[src/hdl/bis_pkg.sv]
`timescale 1ns / 1ps
// ----------------------------------------------------------------------------
// bis_pkg
// Shared types and constants of the bilinear image sampler.
// ----------------------------------------------------------------------------
package bis_pkg;

	// image store geometry
	localparam int MAX_ROWS = 256;
	localparam int MAX_COLS = 256;
	localparam int DEPTH    = MAX_ROWS * MAX_COLS;
	localparam int ROW_W    = $clog2(MAX_ROWS);
	localparam int COL_W    = $clog2(MAX_COLS);
	localparam int ADDR_W   = $clog2(DEPTH);
	localparam int LIM_MAX  = (MAX_ROWS > MAX_COLS) ? MAX_ROWS : MAX_COLS;
	localparam int LIM_W    = $clog2(LIM_MAX + 1);

	// reset values of the clamp limits, already reduced to the store size
	localparam int ROWS_RST = (256 > MAX_ROWS) ? MAX_ROWS : 256;
	localparam int COLS_RST = (256 > MAX_COLS) ? MAX_COLS : 256;

	// configuration port
	localparam int CFG_IDX_W  = 1;
	localparam int CFG_DATA_W = 9;
	localparam logic [CFG_IDX_W-1:0] CFG_IMAGE_ROWS = 1'b0;
	localparam logic [CFG_IDX_W-1:0] CFG_IMAGE_COLS = 1'b1;

	// item opcodes
	localparam logic OP_WRITE  = 1'b0;
	localparam logic OP_SAMPLE = 1'b1;

	// arithmetic widths
	localparam int COORD_W = 20;
	localparam int FRAC_W  = 8;
	localparam int IDX_W   = COORD_W - FRAC_W;
	localparam int PIX_W   = 8;
	localparam int NCH     = 3;
	localparam int PX_W    = PIX_W * NCH;
	localparam int OUT_W   = 16;
	localparam int TOP_W   = 29;
	localparam int DIFF_W  = TOP_W + 1;
	localparam int V_W     = 51;

	// front to back queue
	localparam int Q_DEPTH = 4;
	localparam int Q_PTR_W = $clog2(Q_DEPTH);
	localparam int LVL_W   = $clog2(Q_DEPTH + 1);

	typedef struct packed {
		logic                      opcode;
		logic [7:0]                pixel_row;
		logic [7:0]                pixel_col;
		logic [7:0]                pixel_ch0;
		logic [7:0]                pixel_ch1;
		logic [7:0]                pixel_ch2;
		logic signed [COORD_W-1:0] sample_x;
		logic signed [COORD_W-1:0] sample_y;
	} cmd_t;

	typedef struct packed {
		logic [OUT_W-1:0] sampled_ch0;
		logic [OUT_W-1:0] sampled_ch1;
		logic [OUT_W-1:0] sampled_ch2;
	} result_t;

	// classified item as it travels from front to back
	typedef struct packed {
		logic                      sample;
		logic                      wr_en;
		logic [ADDR_W-1:0]         wr_addr;
		logic [PX_W-1:0]           wr_pix;
		logic [ADDR_W-1:0]         a00;
		logic [ADDR_W-1:0]         a01;
		logic [ADDR_W-1:0]         a10;
		logic [ADDR_W-1:0]         a11;
		logic signed [COORD_W-1:0] tr;
		logic signed [COORD_W-1:0] tc;
	} qentry_t;

	typedef struct packed {
		logic    valid;
		qentry_t entry;
	} q_xfer_t;

endpackage

[src/hdl/bis_front.sv]
`timescale 1ns / 1ps
// ----------------------------------------------------------------------------
// bis_front
// Accepts items, holds the clamp limits, and turns a sample into four store
// addresses and two weights; pixel writes become a store address and data.
// ----------------------------------------------------------------------------
module bis_front (
	input  logic                                 clk,
	input  logic                                 arst_n,
	input  logic                                 start,
	output logic                                 busy,
	input  bis_pkg::cmd_t                        cmd,
	input  logic                                 cfg_valid,
	output logic                                 cfg_ready,
	input  logic [bis_pkg::CFG_IDX_W-1:0]        cfg_index,
	input  logic [bis_pkg::CFG_DATA_W-1:0]       cfg_data,
	input  logic [bis_pkg::LVL_W-1:0]            q_level,
	output bis_pkg::q_xfer_t                     push
);

	localparam int COORD_W = bis_pkg::COORD_W;
	localparam int FRAC_W  = bis_pkg::FRAC_W;
	localparam int EXT_W   = COORD_W + 1;
	localparam int IDX_W   = bis_pkg::IDX_W;
	localparam int LIM_W   = bis_pkg::LIM_W;
	localparam int ROW_W   = bis_pkg::ROW_W;
	localparam int COL_W   = bis_pkg::COL_W;
	localparam int ADDR_W  = bis_pkg::ADDR_W;
	localparam int CMP_W   = (IDX_W > LIM_W) ? IDX_W : LIM_W;
	localparam int CNT_W   = bis_pkg::LVL_W + 1;

	logic [LIM_W-1:0]          rows_lim_q;
	logic [LIM_W-1:0]          cols_lim_q;
	logic                      vld_s1;
	bis_pkg::qentry_t          ent_s1;
	bis_pkg::qentry_t          ent_c;
	logic                      accept;
	logic [EXT_W-1:0]          y0_ext;
	logic [EXT_W-1:0]          y1_ext;
	logic [EXT_W-1:0]          x0_ext;
	logic [EXT_W-1:0]          x1_ext;
	logic [ROW_W-1:0]          r0;
	logic [ROW_W-1:0]          r1;
	logic [COL_W-1:0]          c0;
	logic [COL_W-1:0]          c1;
	logic [EXT_W-1:0]          tr_ext;
	logic [EXT_W-1:0]          tc_ext;

	// register value 0 acts as 1, anything above the store size as the size
	function automatic logic [LIM_W-1:0] eff_limit(logic [bis_pkg::CFG_DATA_W-1:0] v,
		int maxv);
		if (v == '0)
			return LIM_W'(1);
		if (int'(v) > maxv)
			return LIM_W'(maxv);
		return LIM_W'(v);
	endfunction

	// truncation toward zero, negative results clamp to 0 anyway
	function automatic logic [IDX_W-1:0] floor_idx(logic [EXT_W-1:0] v);
		if (v[EXT_W-1])
			return '0;
		return v[COORD_W-1:FRAC_W];
	endfunction

	function automatic logic [IDX_W-1:0] clamp_hi(logic [IDX_W-1:0] a, logic [LIM_W-1:0] lim);
		logic [CMP_W-1:0] ae;
		logic [CMP_W-1:0] le;
		ae = CMP_W'(a);
		le = CMP_W'(lim);
		if (ae >= le)
			ae = le - CMP_W'(1);
		return IDX_W'(ae);
	endfunction

	function automatic logic [ADDR_W-1:0] addr_of(int unsigned r, int unsigned c);
		return ADDR_W'(r * bis_pkg::MAX_COLS + c);
	endfunction

	assign cfg_ready = 1'b1;
	assign accept    = start && !busy;

	// hold off only when queue plus the item in flight could overrun it
	assign busy = (CNT_W'(q_level) + CNT_W'(vld_s1)) >= CNT_W'(bis_pkg::Q_DEPTH);

	// clamp limits
	always_ff @(posedge clk or negedge arst_n) begin
		if (!arst_n) begin
			rows_lim_q <= LIM_W'(bis_pkg::ROWS_RST);
			cols_lim_q <= LIM_W'(bis_pkg::COLS_RST);
		end else if (cfg_valid && cfg_ready) begin
			case (cfg_index)
				bis_pkg::CFG_IMAGE_ROWS: rows_lim_q <= eff_limit(cfg_data, bis_pkg::MAX_ROWS);
				bis_pkg::CFG_IMAGE_COLS: cols_lim_q <= eff_limit(cfg_data, bis_pkg::MAX_COLS);
				default: ;
			endcase
		end
	end

	// classify the item and work out indices and weights
	always_comb begin
		y0_ext = {cmd.sample_y[COORD_W-1], cmd.sample_y};
		x0_ext = {cmd.sample_x[COORD_W-1], cmd.sample_x};
		y1_ext = y0_ext + EXT_W'(256);
		x1_ext = x0_ext + EXT_W'(256);

		r0 = ROW_W'(clamp_hi(floor_idx(y0_ext), rows_lim_q));
		r1 = ROW_W'(clamp_hi(floor_idx(y1_ext), rows_lim_q));
		c0 = COL_W'(clamp_hi(floor_idx(x0_ext), cols_lim_q));
		c1 = COL_W'(clamp_hi(floor_idx(x1_ext), cols_lim_q));

		// weight relative to the clamped base; always fits the coordinate width
		tr_ext = y0_ext - (EXT_W'(r0) << FRAC_W);
		tc_ext = x0_ext - (EXT_W'(c0) << FRAC_W);

		ent_c.sample  = (cmd.opcode == bis_pkg::OP_SAMPLE);
		ent_c.wr_en   = (int'(cmd.pixel_row) < bis_pkg::MAX_ROWS) &&
		                (int'(cmd.pixel_col) < bis_pkg::MAX_COLS);
		ent_c.wr_addr = addr_of(int'(cmd.pixel_row), int'(cmd.pixel_col));
		ent_c.wr_pix  = {cmd.pixel_ch2, cmd.pixel_ch1, cmd.pixel_ch0};
		ent_c.a00     = addr_of(int'(r0), int'(c0));
		ent_c.a01     = addr_of(int'(r0), int'(c1));
		ent_c.a10     = addr_of(int'(r1), int'(c0));
		ent_c.a11     = addr_of(int'(r1), int'(c1));
		ent_c.tr      = $signed(tr_ext[COORD_W-1:0]);
		ent_c.tc      = $signed(tc_ext[COORD_W-1:0]);
	end

	// front pipeline register
	always_ff @(posedge clk or negedge arst_n) begin
		if (!arst_n)
			vld_s1 <= 1'b0;
		else
			vld_s1 <= accept;
	end

	always_ff @(posedge clk) begin
		if (accept)
			ent_s1 <= ent_c;
	end

	assign push.valid = vld_s1;
	assign push.entry = ent_s1;

endmodule

[config.mk]
export PLATFORM = sky130hd
export DESIGN_NAME = bis_front
export DESIGN_NICKNAME = d
export VERILOG_FILES = /design/src/hdl/bis_pkg.sv /design/src/hdl/bis_front.sv
export SDC_FILE = /design/constraint.sdc
export NUM_CORES = 1
export LEC_CHECK = 0
export BUFFER_PORTS_ARGS = -buffer_cell sky130_fd_sc_hd__buf_2
export CAP_MARGIN = 25
export CORE_MARGIN = 5
export CORE_UTILIZATION = 35
export DETAILED_ROUTE_END_ITERATION = 16
export PLACE_DENSITY = 0.71
export SYNTH_ARGS = -nofsm -noshare
export SYNTH_HDL_FRONTEND = slang
export SYNTH_SLANG_ARGS = --single-unit
export TNS_END_PERCENT = 10
[constraint.sdc]
create_clock -name clk -period 6.8 [get_ports clk]
set_input_delay 1.7 -clock clk [delete_from_list [all_inputs] [get_ports clk]]
set_output_delay 1.7 -clock clk [all_outputs]
set_load 0.05 [all_outputs]
# Yosys cells after proc, flatten, opt, wreduce, memory -nomap -nowiden
# Index checks and enable logic that the tools add are counted.
[word_totals] reg_bits=164 out_inout_bits=149
[op_classes] add_sub_neg=12 order_cmp=6 muxes=34 bitwise=1 reduce_logical=5
[ops] operator="12-bit 2-to-1 mux" n=8
[ops] operator="16-bit by 8-bit adder with 16-bit output" n=5
[ops] operator="9-bit 2-to-1 mux" n=6
[ops] operator="12-bit by 9-bit >= comparator with 1-bit output" n=4
[ops] operator="20-bit by 10-bit adder with 21-bit output, second input constant" n=2
[ops] operator="20-bit by 17-bit subtractor with 20-bit output" n=2
[ops] operator="8-bit 2-to-1 mux" n=4
[ops] operator="1-bit 2-to-1 mux" n=16
[ops] operator="8-bit by 1-bit subtractor with 8-bit output, second input constant" n=2
[ops] operator="9-bit > comparator, second input constant" n=1
[ops] operator="9-bit logical NOT" n=1
[ops] operator="3-bit by 1-bit adder with 4-bit output" n=1
[ops] operator="4-bit by 3-bit >= comparator with 1-bit output, second input constant" n=1
[ops] operator="2-bit AND reduction" n=2
[ops] operator="1-bit logical AND" n=1
[ops] operator="1-bit logical NOT" n=1
[ops] operator="1-bit inverter" n=1

# Logic depth before layout (Yosys ltp)
[depth] depth_word=9 depth_mapped=21 mapped_depth_nobuf=19

# Worst setup path before layout
# OpenSTA, ideal clock, no wires.
[synth_path] kind="input -> register" start="input port q_level[0] (netlist bit)" end="register vld_s1" arrival_time_ns=6.803 slack_ns=-0.627 cell_stages=2 n_path_buf=0 path_cell_list="a31o_2 > nor2_1"
[synth_between] elab_chain_cells=4
[synth_rtl] element="start, declared" line="bis_front.sv:17" text="input logic [bis_pkg::LVL_W-1:0] q_level,"
[synth_rtl] element="3-bit by 1-bit adder with 4-bit output" line="bis_front.sv:84" text="assign busy = (CNT_W'(q_level) + CNT_W'(vld_s1)) >= CNT_W'(bis_pkg::Q_DEPTH);"
[synth_rtl] element="4-bit by 3-bit >= comparator with 1-bit output" line="bis_front.sv:84"
[synth_rtl] element="1-bit logical NOT" line="bis_front.sv:81" text="assign accept = start && !busy;"
[synth_rtl] element="1-bit logical AND" line="bis_front.sv:81"
[synth_rtl] element="named net accept" line="bis_front.sv:37" text="logic accept;"
[synth_rtl] element="end signal, assigned" line="bis_front.sv:134" text="vld_s1 <= accept;"
[synth_rtl] element="end, declared" line="bis_front.sv:34" text="logic vld_s1;"
# The timed path passes the listed nets, and every way through them passes these cells.
# A chain may end at the register's enable or synchronous reset.

==> parameters.txt <==
Parameter                              Value

Outcome
  Outcome    finished clean

Placement
  Routability congestion estimate from global placement    0.8963
  Number of input and output port buffers inserted    approximately 240
  Half-perimeter wire length after placement    roughly 15000 um
  Area after DPL    8780 um^2
  Post-placement setup slack    approximately 0.6 ns

Floorplanning
  I/O pins    roughly 250
  DIE AREA    ~25000 um^2
  Initial cell density of the core    a little over a third
  Core Rows    between 50 and 60
  Floorplan die width    ~160 um
  Core Box Area    21090 um^2
  Die extent in y    between 150 and 200 um

STA
  Worst path setup slack after routing    0.9677 ns
  Worst Hold Margin    ~0.51 ns
  Final period util    85.77%
  Total count of max-transition violations in the final report    0
  Final-layout setup total negative slack    0 ns
  Slew headroom    34.31%
  Maximum operating frequency    approximately 0.17 GHz
  Actual slew at the worst max-slew pin    about 0.98 ns
  Time the final worst path needs with I/O delays and setup    roughly 6 ns
  Final-report hold violation count    0
  Worst clock skew    0.006313 ns
  Final setup violation count    0
  RSZ-0062 raised after global routing    false

Critical path
  Arrival time reported for the critical path endpoint    slightly above 6 ns
  Crit-path max FO    20
  Category of the worst setup path capture point    register
  CP Launch Type    input port
  Worst reg2reg setup slack    roughly 2.2 ns
  CP Class    input port to register
  Required @ worst endpoint    between 7 and 8 ns

Clock tree
  Clock slew at the register clock pins of the worst setup and hold paths    around 0.06 ns
  Total clock sinks    roughly 130
  # H-tree levels    4
  Max Root-Sink Buffers    2
  Skew-Pair Late Insertion Delay    0.42 ns
  Post-CTS repair timing setup buffer count    0
  CTS tree    yes
  Post-CTS Hold Buffers    0
  CTS buffer count    17
  Root buffer selected by CTS    sky130_fd_sc_hd__clkbuf_16
  Cts repair resizes    0

Synthesis
  Share of the yosys chip area belonging to registers    approximately half
  Synthesis Warnings    0
  Arithmetic-cell share of the synthesized area counting full adders, half adders and majority gates    under 10%
  Most frequent cells after synthesis    sky130_fd_sc_hd__edfxtp_1 (113), sky130_fd_sc_hd__inv_1 (58), sky130_fd_sc_hd__ha_1 (52), sky130_fd_sc_hd__nand2_1 (40), sky130_fd_sc_hd__nor2_1 (39)
  Cells after Synth    approximately 670
  Distinct cell type count after synthesis    71
  Cell types with the largest area share after synthesis    sky130_fd_sc_hd__edfxtp_1 (45%), sky130_fd_sc_hd__ha_1 (8.7%), sky130_fd_sc_hd__dfrtp_1 (5.7%)
  Prevailing post-synth register cell    sky130_fd_sc_hd__edfxtp_1
  Post-synthesis async set-or-reset flop share    between 10% and 20%
  Number of flops mapped to enable cells by yosys    113
  Post-synthesis average cell area    ~11 um^2
  Area fraction in and, or, nand and nor cells after synthesis    approximately 13%
  Number of synthesized register bits    between 100 and 150
  Proportion of synthesized area in mux cells    3.129%
  Xor/xnor share of the synthesized area    ~4.8%
  Compound-Gate Fraction of Synth Area    ~11%
  Most instantiated library cell after synthesis    sky130_fd_sc_hd__edfxtp_1
  Netlist Area Pre-Place    about 7500 um^2
  Main combinational cell family by area after synthesis    simple AND/OR/NAND/NOR gates
  Share of the synthesized area in the top cell type    between 40% and 50%
  Cell type contributing the most total cell area after synthesis    sky130_fd_sc_hd__edfxtp_1

Min path
  Hold/Removal Path Class    register to register

Global routing
  Largest net degree at the start of global routing    43
  Wire length of the first global-routing pass    between 20000 and 30000 um
  Via count of the first global-routing pass    ~5600
  Remaining global-route overflow    0
  Global-route total usage across every layer    roughly 15%
  Number of antenna violations at the first check in global routing    0

Routing
  Antenna-violating nets left    0
  Routed Wire Length    roughly 19000 um
  First-pass detailed-route iteration total    4
  Routed length per instance    ~16 um
  # DRC    0
  Vias per cell    ~5
  Via total after detailed routing    5681
  Number of DRC markers after the initial detailed-route iteration    about 330

Finish
  Layout cells sized above 1    between 30% and 40%
  Post-route standard cell area excluding fillers    between 9000 and 10000 um^2
  Area growth from synthesis to layout    24.73%
  Layout Utilization    between 40% and 50%
  Reg area    3871 um^2
  Antenna Cells    0
  Area of the multi-input gates    slightly above 3000 um^2
  Layout net count    between 1000 and 1500
  Final-layout fill cell count    about 2000

Run
  Max cap viols    0

Power and ir drop
  Leakage dissipation    just over 4 nW
  Maximum resistive drop on vdd    about 0.00014 V
  Cell area power density    between 300 and 400 nW/um^2
## metrics by stage
| step | cells | power, W |
|---|---|---|
| after global placement | 1136 | 0.001951 |
| after CTS | 1168 | 0.002914 |
| final | 1168 | 0.002888 |
| after global routing | 1168 | 0.003042 |
| after detailed placement | 1136 | 0.001966 |
| after floorplan | 667 | 0.001762 |
## worst paths after layout
check	to	cells past startpoint	startpoint
max	push[36]	20	cmd[19]
min	cols_lim_q[5]	2	cols_lim_q[5]
max reg2reg	push[36]	17	rows_lim_q[0]
min reg2reg	cols_lim_q[5]	2	cols_lim_q[5]
max in group asynchronous	rows_lim_q[8]	1	arst_n
min in group asynchronous	cols_lim_q[5]	1	arst_n
## routing by layer
| metal | part of all wire, % | vias up | track usage, % |
|---|---|---|---|
| met5 | 0 | - | 0 |
| met4 | 0.99 | 0 | 4.463 |
| met3 | 6.1 | 16 | 3.623 |
| met2 | 49 | 183 | 25.72 |
| met1 | 43 | 2693 | 19.13 |
| li1 | - | 2789 | - |
## kinds of logic (layout without fill, tap and decap cells)
kind of cell	count (synthesis)	count (layout)
AOI/OAI and AO/OA	120	120
adders and majority gates	56	56
and+or+nand+nor	183	183
buffers and inverters	111	337
DFF	132	132
xor gates and xnor gates	41	41
muxes	22	22
other	1	2
## worst max-delay path, cell delays in order
cell,delay (ns)
sky130_fd_sc_hd__buf_2,0.27
sky130_fd_sc_hd__inv_1,0.18
sky130_fd_sc_hd__nand2_1,0.12
sky130_fd_sc_hd__ha_1,0.22
sky130_fd_sc_hd__nand2b_1,0.15
sky130_fd_sc_hd__a2111oi_2,0.47
sky130_fd_sc_hd__nor4_4,0.13
sky130_fd_sc_hd__o21ai_2,0.31
sky130_fd_sc_hd__nor2_1,0.07
sky130_fd_sc_hd__a21oi_1,0.28
sky130_fd_sc_hd__ha_1,0.25
sky130_fd_sc_hd__fa_1,0.22
sky130_fd_sc_hd__nor2b_1,0.06
sky130_fd_sc_hd__o21ai_0,0.15
sky130_fd_sc_hd__nand2b_1,0.14
sky130_fd_sc_hd__a211o_1,0.33
sky130_fd_sc_hd__and2_1,0.17
sky130_fd_sc_hd__a21boi_0,0.39
sky130_fd_sc_hd__nor4b_1,0.10
sky130_fd_sc_hd__a2111oi_1,0.33
## cell usage in the layout, fill, tap and decap left out, types with 5 or more instances in the layout
master / synthesis / layout
sky130_fd_sc_hd__nand2b_1: 17 / 17
sky130_fd_sc_hd__edfxtp_1: 113 / 113
sky130_fd_sc_hd__mux2i_1: 10 / 10
sky130_fd_sc_hd__dfrtp_1: 17 / 17
sky130_fd_sc_hd__mux2_2: 12 / 12
sky130_fd_sc_hd__xnor2_1: 25 / 25
sky130_fd_sc_hd__nor3_1: 12 / 12
sky130_fd_sc_hd__or2_2: 8 / 8
sky130_fd_sc_hd__o31ai_1: 5 / 5
sky130_fd_sc_hd__and3_1: 5 / 5
sky130_fd_sc_hd__inv_1: 58 / 58
sky130_fd_sc_hd__nor2b_1: 19 / 19
sky130_fd_sc_hd__xor2_1: 16 / 16
sky130_fd_sc_hd__a21o_1: 10 / 10
sky130_fd_sc_hd__buf_2: 2 / 244
sky130_fd_sc_hd__o211ai_1: 7 / 7
sky130_fd_sc_hd__nor2_1: 39 / 38
sky130_fd_sc_hd__nand2_1: 40 / 40
sky130_fd_sc_hd__ha_1: 52 / 52
sky130_fd_sc_hd__a21oi_1: 21 / 21
sky130_fd_sc_hd__o21ai_0: 37 / 37
sky130_fd_sc_hd__nand3_1: 14 / 14
sky130_fd_sc_hd__clkbuf_16: 0 / 17
## area by class of cell
class / instances / area share (%)
clock inverter: 15 / 1.828
clock buffer: 17 / 4.537
tap: 275 / 3.670
inverter: 58 / 2.322
multi-input combinational: 424 / 33.09
timing repair buffer: 247 / 13.26
sequential: 132 / 41.29
## state kept, by name, indices dropped and copies added, names as in the netlist
name and cells:
push 113, cols_lim_q 9, rows_lim_q 9, vld_s1 1
## where the power goes
group	switching [W]	internal [W]	total (W)	leakage, nW
clock	0.000387	0.000551	0.000938	0.292
sequential	0.0000357	0.000991	0.00103	1.30
combinational	0.000628	0.000295	0.000923	2.51
total	0.00105	0.00184	0.00289	4.10
Note: power is estimated with default switching activity, not from simulation.
