### src/hdl/bis_pkg.sv
`timescale 1ns / 1ps
// ----------------------------------------------------------------------------
// bis_pkg
// Shared types and constants of the bilinear image sampler.
// ----------------------------------------------------------------------------
package bis_pkg;

	// image store geometry
	localparam int MAX_ROWS = 256;
	localparam int MAX_COLS = 256;
	localparam int DEPTH    = MAX_ROWS * MAX_COLS;
	localparam int ROW_W    = $clog2(MAX_ROWS);
	localparam int COL_W    = $clog2(MAX_COLS);
	localparam int ADDR_W   = $clog2(DEPTH);
	localparam int LIM_MAX  = (MAX_ROWS > MAX_COLS) ? MAX_ROWS : MAX_COLS;
	localparam int LIM_W    = $clog2(LIM_MAX + 1);

	// reset values of the clamp limits, already reduced to the store size
	localparam int ROWS_RST = (256 > MAX_ROWS) ? MAX_ROWS : 256;
	localparam int COLS_RST = (256 > MAX_COLS) ? MAX_COLS : 256;

	// configuration port
	localparam int CFG_IDX_W  = 1;
	localparam int CFG_DATA_W = 9;
	localparam logic [CFG_IDX_W-1:0] CFG_IMAGE_ROWS = 1'b0;
	localparam logic [CFG_IDX_W-1:0] CFG_IMAGE_COLS = 1'b1;

	// item opcodes
	localparam logic OP_WRITE  = 1'b0;
	localparam logic OP_SAMPLE = 1'b1;

	// arithmetic widths
	localparam int COORD_W = 20;
	localparam int FRAC_W  = 8;
	localparam int IDX_W   = COORD_W - FRAC_W;
	localparam int PIX_W   = 8;
	localparam int NCH     = 3;
	localparam int PX_W    = PIX_W * NCH;
	localparam int OUT_W   = 16;
	localparam int TOP_W   = 29;
	localparam int DIFF_W  = TOP_W + 1;
	localparam int V_W     = 51;

	// front to back queue
	localparam int Q_DEPTH = 4;
	localparam int Q_PTR_W = $clog2(Q_DEPTH);
	localparam int LVL_W   = $clog2(Q_DEPTH + 1);

	typedef struct packed {
		logic                      opcode;
		logic [7:0]                pixel_row;
		logic [7:0]                pixel_col;
		logic [7:0]                pixel_ch0;
		logic [7:0]                pixel_ch1;
		logic [7:0]                pixel_ch2;
		logic signed [COORD_W-1:0] sample_x;
		logic signed [COORD_W-1:0] sample_y;
	} cmd_t;

	typedef struct packed {
		logic [OUT_W-1:0] sampled_ch0;
		logic [OUT_W-1:0] sampled_ch1;
		logic [OUT_W-1:0] sampled_ch2;
	} result_t;

	// classified item as it travels from front to back
	typedef struct packed {
		logic                      sample;
		logic                      wr_en;
		logic [ADDR_W-1:0]         wr_addr;
		logic [PX_W-1:0]           wr_pix;
		logic [ADDR_W-1:0]         a00;
		logic [ADDR_W-1:0]         a01;
		logic [ADDR_W-1:0]         a10;
		logic [ADDR_W-1:0]         a11;
		logic signed [COORD_W-1:0] tr;
		logic signed [COORD_W-1:0] tc;
	} qentry_t;

	typedef struct packed {
		logic    valid;
		qentry_t entry;
	} q_xfer_t;

endpackage

### src/hdl/bis_queue.sv
`timescale 1ns / 1ps
// ----------------------------------------------------------------------------
// bis_queue
// Short in-order queue between front and back; the back drains one item
// per cycle whenever the queue holds one.
// ----------------------------------------------------------------------------
module bis_queue (
	input  logic                          clk,
	input  logic                          arst_n,
	input  bis_pkg::q_xfer_t              push,
	output bis_pkg::q_xfer_t              head,
	output logic [bis_pkg::LVL_W-1:0]     level
);

	localparam int Q_DEPTH = bis_pkg::Q_DEPTH;
	localparam int Q_PTR_W = bis_pkg::Q_PTR_W;
	localparam int LVL_W   = bis_pkg::LVL_W;

	bis_pkg::qentry_t     ent_q [Q_DEPTH];
	logic [Q_PTR_W-1:0]   wr_ptr_q;
	logic [Q_PTR_W-1:0]   rd_ptr_q;
	logic [LVL_W-1:0]     level_q;
	logic                 pop;

	assign pop        = (level_q != '0);
	assign head.valid = pop;
	assign head.entry = ent_q[rd_ptr_q];
	assign level      = level_q;

	// pointers and fill level
	always_ff @(posedge clk or negedge arst_n) begin
		if (!arst_n) begin
			wr_ptr_q <= '0;
			rd_ptr_q <= '0;
			level_q  <= '0;
		end else begin
			if (push.valid)
				wr_ptr_q <= wr_ptr_q + Q_PTR_W'(1);
			if (pop)
				rd_ptr_q <= rd_ptr_q + Q_PTR_W'(1);
			case ({push.valid, pop})
				2'b10:   level_q <= level_q + LVL_W'(1);
				2'b01:   level_q <= level_q - LVL_W'(1);
				default: level_q <= level_q;
			endcase
		end
	end

	// entry storage
	always_ff @(posedge clk) begin
		if (push.valid)
			ent_q[wr_ptr_q] <= push.entry;
	end

endmodule

### config.mk
export PLATFORM = sky130hd
export DESIGN_NAME = bis_queue
export DESIGN_NICKNAME = d
export VERILOG_FILES = /design/src/hdl/bis_pkg.sv /design/src/hdl/bis_queue.sv
export SDC_FILE = /design/constraint.sdc
export NUM_CORES = 1
export LEC_CHECK = 0
export ABC_AREA = 1
export ABC_CLOCK_PERIOD_IN_PS = 9600
export BUFFER_PORTS_ARGS = -buffer_cell sky130_fd_sc_hd__buf_2
export CAP_MARGIN = 20
export CORE_ASPECT_RATIO = 1.5
export CORE_MARGIN = 4
export CORE_UTILIZATION = 40
export DETAILED_ROUTE_END_ITERATION = 8
export PLACE_DENSITY_LB_ADDON = 0.08
export SYNTH_ARGS = -nofsm -noshare
export SYNTH_HDL_FRONTEND = slang
export SYNTH_SLANG_ARGS = --single-unit
### constraint.sdc
create_clock -name clk -period 9.6 [get_ports clk]
set_clock_uncertainty 0.15 [all_clocks]
set_input_delay 1.44 -clock clk [delete_from_list [all_inputs] [get_ports clk]]
set_output_delay 1.44 -clock clk [all_outputs]
set_load 0.02 [all_outputs]
; Word-level counts from Yosys, hierarchy flattened
; Memories as Yosys holds them, arrays and structs flattened.
; Index checks and enable logic that the tools add are counted.
[word_totals]
input_bits = 149
word_cells = 15
register_bits = 7
mem_bits_rw = 584
n_memories = 1
[mem_list]
columns = memory, words, width, rd, rd_clocked_by_memory_dff, write_ports, line_no
row1 = ent_q, 4, 146, 1, 0, 1, bis_queue.sv:19  ; bis_pkg::qentry_t ent_q [Q_DEPTH];
[op_classes]
n_reduce_logical = 2
n_mux = 3
n_addsub = 4
eq_ne = 2
[op_table]
columns = op, n
row1 = $pmux 3 s2, 1
row2 = $add 2x1->2 const B, 2
row3 = $add 3x1->3 const B, 1
row4 = $reduce_bool 3->1, 1
row5 = $sub 3x1->3 const B, 1
row6 = $eq 2x1->1 const B, 1
row7 = $eq 2x2->1 const B, 1
row8 = $mux 1, 2
row9 = $reduce_bool 2->1, 1

; Logic depth before layout (Yosys ltp)
; Gate-level depths: netlist (run 1).
[depth]
depth_word = 3
depth_mapped = 10

; Worst setup path before layout (run 1)
; No wires, ideal clock.
[synth_timing]
path_type = input to register
startpoint = input port push[146] in the netlist's numbering
endpoint = memory ent_q[0][0] in the netlist's numbering, enable pin
n_path_buf = 1
arrival_ns = 4.575
setup_slack_ns = 4.376
cell_stages = 3
setup_time_ns = 0.499
path_cell_list = clkbuf_1 > nand2_1 > inv_1
[synth_via]
elab_chain_len = 2
[synth_lines]
columns = item, line_no
row1 = "start, declared", bis_queue.sv:10  ; input bis_pkg::q_xfer_t push,
row2 = $mux 1, bis_queue.sv:51  ; if (push.valid)
row3 = $mux 1 (not written as such), bis_queue.sv:52  ; ent_q[wr_ptr_q] <= push.entry;
row4 = "end, declared", bis_queue.sv:19
; Every way passes these cells.

==> metrics.txt, run 1 <==
outcome complete, no violations; setup violators final 0; Yosys reg bits 591; clk sinks 591; H-tree levels 2; Filler cells 5228; start point of the critical path rd_ptr_q[0]; crit path DAT 3.24 ns; Die Wd 205.5 um; Die Ht 304.2 um; CTS resizes 0; wire length of the first global-routing pass 79.61 mm; R2R Setup Slk 6.71 ns; Post-DP HPWL 30.32 mm; final slew viol count 0; CP Launch Type register; FF-to-FF Start wr_ptr_q[1]; final hold vios 0; crit path capture type output pin; share of layout cells above drive strength 1 19.23%; Ports 299; critical path fanouts, max 251; Core Area 57840 sq um; Longest Clk Path Bufs 3; Slew HR 21.64%; Worst-Margin Slew 1.175 ns; vias in the first global route 13350; Setup TNS Final 0 ns; minimum clock period 4.833 ns; clock-pin transition on the worst setup and hold timing paths 0.06 ns; CTS Buf Count 57; DR vias 13660; Unique masters post-synth 15; Synth Net Count 1909; Post-synth ARST share 1.184%; Mapped Cells 1754; worst skew pair latency 0.59 ns; clock root cell clkbuf_16; reg2reg end ent_q[1][70]; GRT overflow 0; largest net degree at the start of global routing 252; yosys warns 0; DR iter-0 viols 726; Synth Flop Type edfxtp_1; most frequent cells in the layout edfxtp_1 (584), nand2_1 (451), inv_1 (301); Port Buf Inserts 298; Initial Util 40.45%; vias per inst 4.788; critical path required time 8.01 ns; DRT Wirelength 52.49 mm; Placer Congestion 0.7432; crit path to head[68]; GR Util All Layers 16.52%; RSZ-0062 raised after global routing false; WL/cell 18.40 um; most common cell after layout, fill and taps aside edfxtp_1; Leak 10.81 nW; Syn Std Cell Area 23390 sq um; drt drc 0; Area Overhead vs Synth 16.72%; Post-synth EDFFs 584; DR pass1 iterations 4; num rows 108; WHS 0.3502 ns; setup bufs post-CTS 0; ANT nets after route 0; FMAX 206.9 MHz; P per Cell Area 322.0 nW/um^2; max_cap viols 0; VDD IR max 0.0002486 V; Post-Syn Area per Cell 13.34 sq um; Tcrit/Tclk final 50.35%; CTS tree built; initial antenna violation count 17; register area share after synthesis 75.71%; r2r worst-path depth 5; worst min-delay path class register to register; worst setup path class register to output pin; Hold-fix buffers, CTS 0; Final #Nets 2180; Die ar. 62500 sq um
critical path, cell delays in order (launching register included):
cell	delay [ns]
dfrtp_4	0.98
buf_12	0.66
o211ai_1	0.31
nand2_1	0.14
buf_2	0.18
power by group:
group / leakage [nW] / internal (W) / switching, W
Clock: 0.882 / 0.00121 / 0.000913
Sequential: 5.45 / 0.00338 / 0.000187
Combinational: 4.48 / 0.000868 / 0.00223
synth_stat cells (all sizes together) (2+ instances only):
cell type,count,area (sq um)
nand3,3,15.01
clkbuf,9,33.78
edfxtp,584,17540
inv,306,1149
xor2,2,17.52
ha,5,62.56
o21ai,2,10.01
o211ai,292,2192
dfrtp,7,175.2
buf,90,475.5
nand2,451,1693
area by class of cell:
type	count	area (sq um)	area share [%]
antenna	13	32.53	0.1191
tap	770	963.4	3.528
sequential	591	17720	64.89
inverter	306	1171	4.289
multi-input combinational	758	4025	14.74
timing repair buffer	311	1614	5.911
clock buffer	78	1598	5.851
clock inverter	26	182.7	0.6690
metrics by stage:
| stage | setup WS [ns] | utilization, % | cell area, sq um | total power, W | cells |
|---|---|---|---|---|---|
| 2_1_floorplan | 4.376 | - | 23390 | 0.005765 | 1754 |
| 3_3_place_gp | 5.411 | 44.08 | 25490 | 0.006802 | 2736 |
| 3_5_place_dp | 5.398 | 44.08 | 25490 | 0.006826 | 2736 |
| 4_1_cts | 4.736 | 47.16 | 27270 | 0.008973 | 2840 |
| 5_1_grt | 4.532 | 47.17 | 27280 | 0.009351 | 2844 |
| 6_report | 4.767 | 47.21 | 27310 | 0.008793 | 2853 |
worst min-delay path by stage:
stage          slack (ns)     endpoint   startpoint  cells past startpoint
2_1_floorplan        0.34  wr_ptr_q[0]  wr_ptr_q[0]                      1
3_3_place_gp         0.33     level[2]     level[2]                      2
3_5_place_dp         0.33     level[2]     level[2]                      2
4_1_cts              0.36     level[2]     level[2]                      2
5_1_grt              0.38     level[0]     level[0]                      1
6_report             0.35     level[0]     level[0]                      1
logic make-up (layout without fill, tap and decap cells):
kind of cell | count (synthesis) | in the layout | share of synthesized area (%)
buffers and inverters | 405 | 721 | 7.086
AOI/OAI and AO/OA | 294 | 294 | 9.413
adders and majority gates | 6 | 6 | 0.3530
xor gates and xnor gates | 3 | 3 | 0.1123
other | 0 | 13 | 0
and+or+nand+nor | 455 | 455 | 7.327
DFF | 591 | 591 | 75.71
metal layers:
layer | wire [um] | GRT usage [%] | up-vias
met4 | 1247 | 5.129 | 10
met1 | 21380 | 20.23 | 6601
li1 | - | - | 6670
met3 | 3582 | 4.882 | 84
met5 | 62 | 0 | -
met2 | 26220 | 28.13 | 295
flip-flops by register name (all words and copies together), names as in the netlist:
name / cells
ent_q: 584
level: 3
wr_ptr_q: 2
rd_ptr_q: 2
Note: power is estimated with default switching activity, not from simulation.
==> run 2, diff against run 1 <==
--- a/config.mk
+++ b/config.mk
@@ -6,7 +6,7 @@
 export NUM_CORES = 1
 export LEC_CHECK = 0
 export ABC_AREA = 1
-export ABC_CLOCK_PERIOD_IN_PS = 9600
+export ABC_CLOCK_PERIOD_IN_PS = 4600
 export BUFFER_PORTS_ARGS = -buffer_cell sky130_fd_sc_hd__buf_2
 export CAP_MARGIN = 20
 export CORE_ASPECT_RATIO = 1.5
==> constraint.sdc (replaced) <==
create_clock -name clk -period 4.6 [get_ports clk]
set_clock_uncertainty 0.15 [all_clocks]
set_input_delay 0.69 -clock clk [delete_from_list [all_inputs] [get_ports clk]]
set_output_delay 0.69 -clock clk [all_outputs]
set_load 0.02 [all_outputs]
==> run 2 against run 1 <==
  * Total power is 110% higher
  * Non-clock buffer count is 12 higher
  * Count of clock-buffer cells in the layout down 6
  * Sequential share of layout area fell by 0.086 points
  * Worst hold slack got worse by 0.19 ns
  * Cell count rose by 0.35%
  * Register-to-register slack got worse by 4.5 ns
  * First-iteration DRC count fell by 13%
  * Routed wire length increased by 1.2%
  * Die area stayed put
==> metrics.txt, run 2 (same netlist as run 1, synthesis figures left out) <==
outcome complete, no violations; Port Buf Inserts 298; Comb pwr share 36.9%; DR vias 13730; clk sinks 591; CP max-delay cell dfrtp_4; FMAX 289.0 MHz; clock root cell clkbuf_16; Die Wd 205.5 um; minimum clock period 3.460 ns; CP Launch Type register; Bufs and invs on worst path 2; P per Cell Area 667.9 nW/um^2; M1 WL 21.66 mm; Flop pwr share 40.2%; crit path capture type output pin; max_cap viols 0; setup bufs post-CTS 0; wire length of the first global-routing pass 80.04 mm; Core Util, Final 47.28%; Post-DP HPWL 31.26 mm; largest net degree at the start of global routing 148; met3 wire len 3.545 mm; Longest Clk Path Bufs 3; Die Ht 304.2 um; CTS Buf Count 57; clock-pin transition on the worst setup and hold timing paths 0.06 ns; crit-path leading delay family flip-flops; Ports 299; Area Overhead vs Synth 16.87%; most common cell after layout, fill and taps aside edfxtp_1; clock power share 22.8%; critical path fanouts, max 64; num rows 108; WL/cell 18.55 um; drt drc 0; vias in the first global route 13490; final setup margin 1.140 ns; worst skew pair latency 0.58 ns; largest reg by FF count ent_q; Initial Util 40.45%; setup violators final 0; worst min-delay path class primary input to register; Cell Chain, Critical Path buf_4 -> o211ai_1 -> nand2_1 -> buf_2; RSZ-0062 raised after global routing false; Final #Nets 2192; VDD IR max 0.0005211 V; most frequent cells in the layout edfxtp_1 (584), nand2_1 (451), inv_1 (301); final hold vios 0; DR iter-0 viols 635; number of flip-flops in the largest register 584; NetSw 0.007026 W; final slew viol count 0; Leak 10.81 nW; Setup TNS Final 0 ns; top sig layer met5; Slew HR 38.14%; ANT nets after route 0; CTS tree built; worst setup path class register to output pin; Crit path largest cell delay 0.96 ns; vias per inst 4.796; pre-CTS setup slack 1.711 ns; Die ar. 62500 sq um; share of layout cells above drive strength 1 19.24%; critical path required time 3.76 ns; Tcrit/Tclk final 75.23%; H-tree levels 2; DRT Wirelength 53.11 mm; crit path DAT 2.62 ns; initial antenna violation count 19; Pint 0.01124 W; GRT overflow 0; Core Area 57840 sq um; GR Util All Layers 16.58%; Worst-Margin Slew 0.9278 ns; met2 wire length 26.21 mm; switching share of total power 38.47%; DR pass1 iterations 4; Placer Congestion 0.7449
[run 2: cell types whose count changed in the layout (fill, tap and decap cells not counted)]
cell           before  now
clkbuf_16          59   57
clkinv_8            1    0
clkinvlp_4          0    2
clkinv_2           12   10
bufinv_16           2    0
diode_2            13   14
dlygate4sd3_1       0    1
buf_4              11   14
clkbuf_1           14   15
buf_12              2   10
clkbuf_8            5    0
clkinv_4            0    1
clkinv_1           10   15
[run 2: worst paths after layout]
path                           endpoint  slack (ns)  depth (start not counted)         from
max                            head[39]        1.14                          4  rd_ptr_q[0]
min                        ent_q[1][58]        0.16                          1     push[58]
max reg2reg                ent_q[2][72]        2.24                          5  wr_ptr_q[0]
min reg2reg                    level[0]        0.35                          1     level[0]
max in group asynchronous   rd_ptr_q[0]        3.77                          2       arst_n
min in group asynchronous   wr_ptr_q[1]        0.33                          2       arst_n
[run 2: per-stage QoR]
step | cell area (sq um) | total power (W) | hold WS, ns | std cells
4_1_cts | 27310 | 0.01863 | 0.1078 | 2849
6_report | 27340 | 0.01826 | 0.1585 | 2863
5_1_grt | 27320 | 0.01941 | 0.1226 | 2854
3_5_place_dp | 25680 | 0.01442 | 0.3377 | 2747
2_1_floorplan | 23390 | 0.01203 | 0.2444 | 1754
3_3_place_gp | 25680 | 0.01436 | 0.3290 | 2747
[run 2: repair_timing]
action	4_1_cts	5_1_grt
hold endpoints to repair	7	0
hold buffers	1	0
resized for setup	0	0
[run 2: layer usage]
layer | global-route usage [%] | vias up
met3 | 4.797 | 99
met1 | 20.32 | 6618
met5 | 0 | -
li1 | - | 6692
met2 | 28.24 | 313
met4 | 5.284 | 10
[run 2: layout make-up]
cell class                      count  area, sq um
Multi-Input combinational cell    758         4025
Timing Repair Buffer              323         1807
Clock inverter                     29        138.9
Sequential cell                   591        17720
Tap cell                          770        963.4
Antenna cell                       14        35.03
Fill cell                        5173        30490
Clock buffer                       72         1483
Inverter                          306         1171
[run 2: power by group through the flow]
| stage | registers (W) | clock network, W | logic, W |
|---|---|---|---|
| floorplan | 0.00747 | 0 | 0.00456 |
| global placement | 0.00745 | 0 | 0.00690 |
| detailed placement | 0.00748 | 0 | 0.00694 |
| CTS | 0.00736 | 0.00432 | 0.00695 |
| global route | 0.00743 | 0.00453 | 0.00745 |
| finish | 0.00735 | 0.00417 | 0.00674 |
==> run 3, diff against run 2 <==
--- a/config.mk
+++ b/config.mk
@@ -5,8 +5,8 @@
 export SDC_FILE = /design/constraint.sdc
 export NUM_CORES = 1
 export LEC_CHECK = 0
-export ABC_AREA = 1
-export ABC_CLOCK_PERIOD_IN_PS = 4600
+export ABC_AREA = 0
+export ABC_CLOCK_PERIOD_IN_PS = 3400
 export BUFFER_PORTS_ARGS = -buffer_cell sky130_fd_sc_hd__buf_2
 export CAP_MARGIN = 20
 export CORE_ASPECT_RATIO = 1.5
==> constraint.sdc (replaced) <==
create_clock -name clk -period 3.4 [get_ports clk]
set_clock_uncertainty 0.15 [all_clocks]
set_input_delay 0.51 -clock clk [delete_from_list [all_inputs] [get_ports clk]]
set_output_delay 0.51 -clock clk [all_outputs]
set_load 0.02 [all_outputs]
==> run 3 against run 2 <==
  * Count of clock-buffer cells in the layout decreased by 9
  * Flip-flop and latch count stayed put
  * Synthesized area down 8.2%
  * Die area decreased by 7.9%
  * Cell area fell by 0.26%
  * Non-clock buffer count grew 155
  * Critical path type unchanged
==> metrics.txt, run 3 <==
outcome complete, no violations; area leader, netlist edfxtp_1; minimum clock period 3.078 ns; Die ar. 57560 sq um; most frequent cell after synthesis edfxtp_1; pre-CTS setup slack 0.8614 ns; most common cell after layout, fill and taps aside edfxtp_1; H-tree levels 2; Yosys reg bits 591; Post-synth ARST share 1.184%; initial antenna violation count 1; Post-DP HPWL 28.31 mm; CTS Buf Count 54; critical path fanouts, max 15; largest net degree at the start of global routing 65; Core Util, Final 51.49%; final setup margin 0.3221 ns; yosys warns 0; Core Area 52970 sq um; Leak 9.377 nW; Worst-Margin Slew 0.7094 ns; number of flip-flops in the largest register 584; Final #Nets 1454; Mapped Cells 799; most frequent cells in the layout edfxtp_1 (584), buf_2 (298), dlygate4sd3_1 (147); Post-synth EDFFs 584; DR iter-0 viols 443; crit path capture type output pin; Slew HR 52.71%; Post-Syn Area per Cell 26.89 sq um; CTS resizes 0; Die Ht 291.8 um; Synth Net Count 954; start point of the critical path rd_ptr_q[0]; final hold vios 0; design area 27270 sq um; max_cap viols 0; worst min-delay path class primary input to register; GR Util All Layers 16.03%; P per Cell Area 865.9 nW/um^2; DRT Wirelength 45.67 mm; FMAX 324.9 MHz; Tcrit/Tclk final 90.53%; Ports 299; Area Overhead vs Synth 26.94%; critical hold path startpoint push[146]; clock-pin transition on the worst setup and hold timing paths 0.06 ns; Initial Util 40.56%; wire length of the first global-routing pass 70.44 mm; Synth top area share 81.63%; worst skew pair latency 0.59 ns; CTS tree built; clk sinks 591; Unique masters post-synth 19; final slew viol count 0; Post-synth top cells edfxtp_1 (584), mux4_2 (146), buf_2 (16); clock root cell clkbuf_16; DR vias 10130; setup violators final 0; num rows 103; vias in the first global route 11380; vias per inst 5.007; Die Wd 197.2 um; register area share after synthesis 82.45%; largest reg by FF count ent_q; Longest Clk Path Bufs 3; FF-to-FF Start wr_ptr_q[0]; crit path DAT 2.42 ns; RSZ-0062 raised after global routing false; CP Launch Type register; WL/cell 22.58 um; DR pass1 iterations 4; worst setup path class register to output pin; Synth area leaders edfxtp_1 (82%), mux4_2 (15%), dfrtp_1 (0.82%); setup bufs post-CTS 0; VDD IR max 0.0005002 V; Syn Std Cell Area 21480 sq um; Placer Congestion 0.6879; Setup TNS Final 0 ns; Port Buf Inserts 298; ANT nets after route 0; Placed Area 24050 sq um; drt drc 0; Hold-fix buffers, CTS 147; share of layout cells above drive strength 1 41.64%; GRT overflow 0; Synth Flop Type edfxtp_1; critical path required time 2.74 ns
-- run 3: cell count changes after synthesis, sizes merged, moves of 2 or more --
| cell | previous run | this run |
|---|---|---|
| nand2 | 451 | 2 |
| o211ai | 292 | 0 |
| nand3 | 3 | 0 |
| buf | 90 | 32 |
| xor2 | 2 | 4 |
| clkbuf | 9 | 2 |
| inv | 306 | 6 |
| mux4 | 0 | 146 |
| and2 | 0 | 4 |
-- run 3: critical path, stage by stage, from the launching register on --
cell and delay, ns:
dfrtp_4 0.58, buf_12 0.23, buf_4 0.28, mux4_2 0.54, buf_2 0.18
-- run 3: stage by stage --
stage          power, W  std cells  hold slack (ns)
5_1_grt         0.02485       2023          0.07838
2_1_floorplan   0.01512        799          0.06441
3_5_place_dp    0.01794       1778           0.2253
3_3_place_gp    0.01791       1778           0.2176
6_report        0.02362       2023          0.09763
4_1_cts         0.02416       2022          0.05771
-- run 3: final cells by class --
| cell class | count | area, sq um |
|---|---|---|
| inverters | 6 | 22.52 |
| clock buffers | 63 | 1406 |
| multi-input cells | 168 | 3491 |
| well taps | 682 | 853.3 |
| fillers | 4236 | 25700 |
| clock inverters | 34 | 340.3 |
| diodes | 1 | 2.502 |
| repair buffers | 478 | 3436 |
| flip-flops and latches | 591 | 17720 |
-- run 3: logic make-up after synthesis --
family | Yosys count | share of synthesized area (%)
flip-flops | 591 | 82.45
AO/OA/AOI/OAI | 1 | 0.02327
adder cells (fa/ha/maj) | 6 | 0.3844
buffers and inverters | 40 | 1.351
multiplexers | 147 | 15.35
AND/OR/NAND/NOR | 8 | 0.1980
XOR/XNOR | 6 | 0.2446
-- run 3: final timing paths --
kind,endpoint,slack [ns],cells after the start
worst max register to register,ent_q[2][3],1.28,4
worst max-delay path,head[57],0.32,4
max in group asynchronous,rd_ptr_q[1],2.74,2
worst min-delay path,wr_ptr_q[0],0.1,2
worst min register to register,level[2],0.35,1
min in group asynchronous,level[0],0.15,2
-- run 3: metal layers --
| metal | vias up | GRT usage (%) | share of wire, % |
|---|---|---|---|
| li1 | 4465 | - | - |
| met1 | 5336 | 20.07 | 39 |
| met2 | 262 | 28.07 | 53 |
| met3 | 67 | 3.959 | 5.6 |
| met4 | 0 | 4.027 | 2.0 |
| met5 | - | 0 | 0 |
-- run 3: report_power, final --
part / internal [W] / switching (W)
clock: 0.00347 / 0.00252
sequential: 0.00951 / 0.000353
combinational: 0.00316 / 0.00459
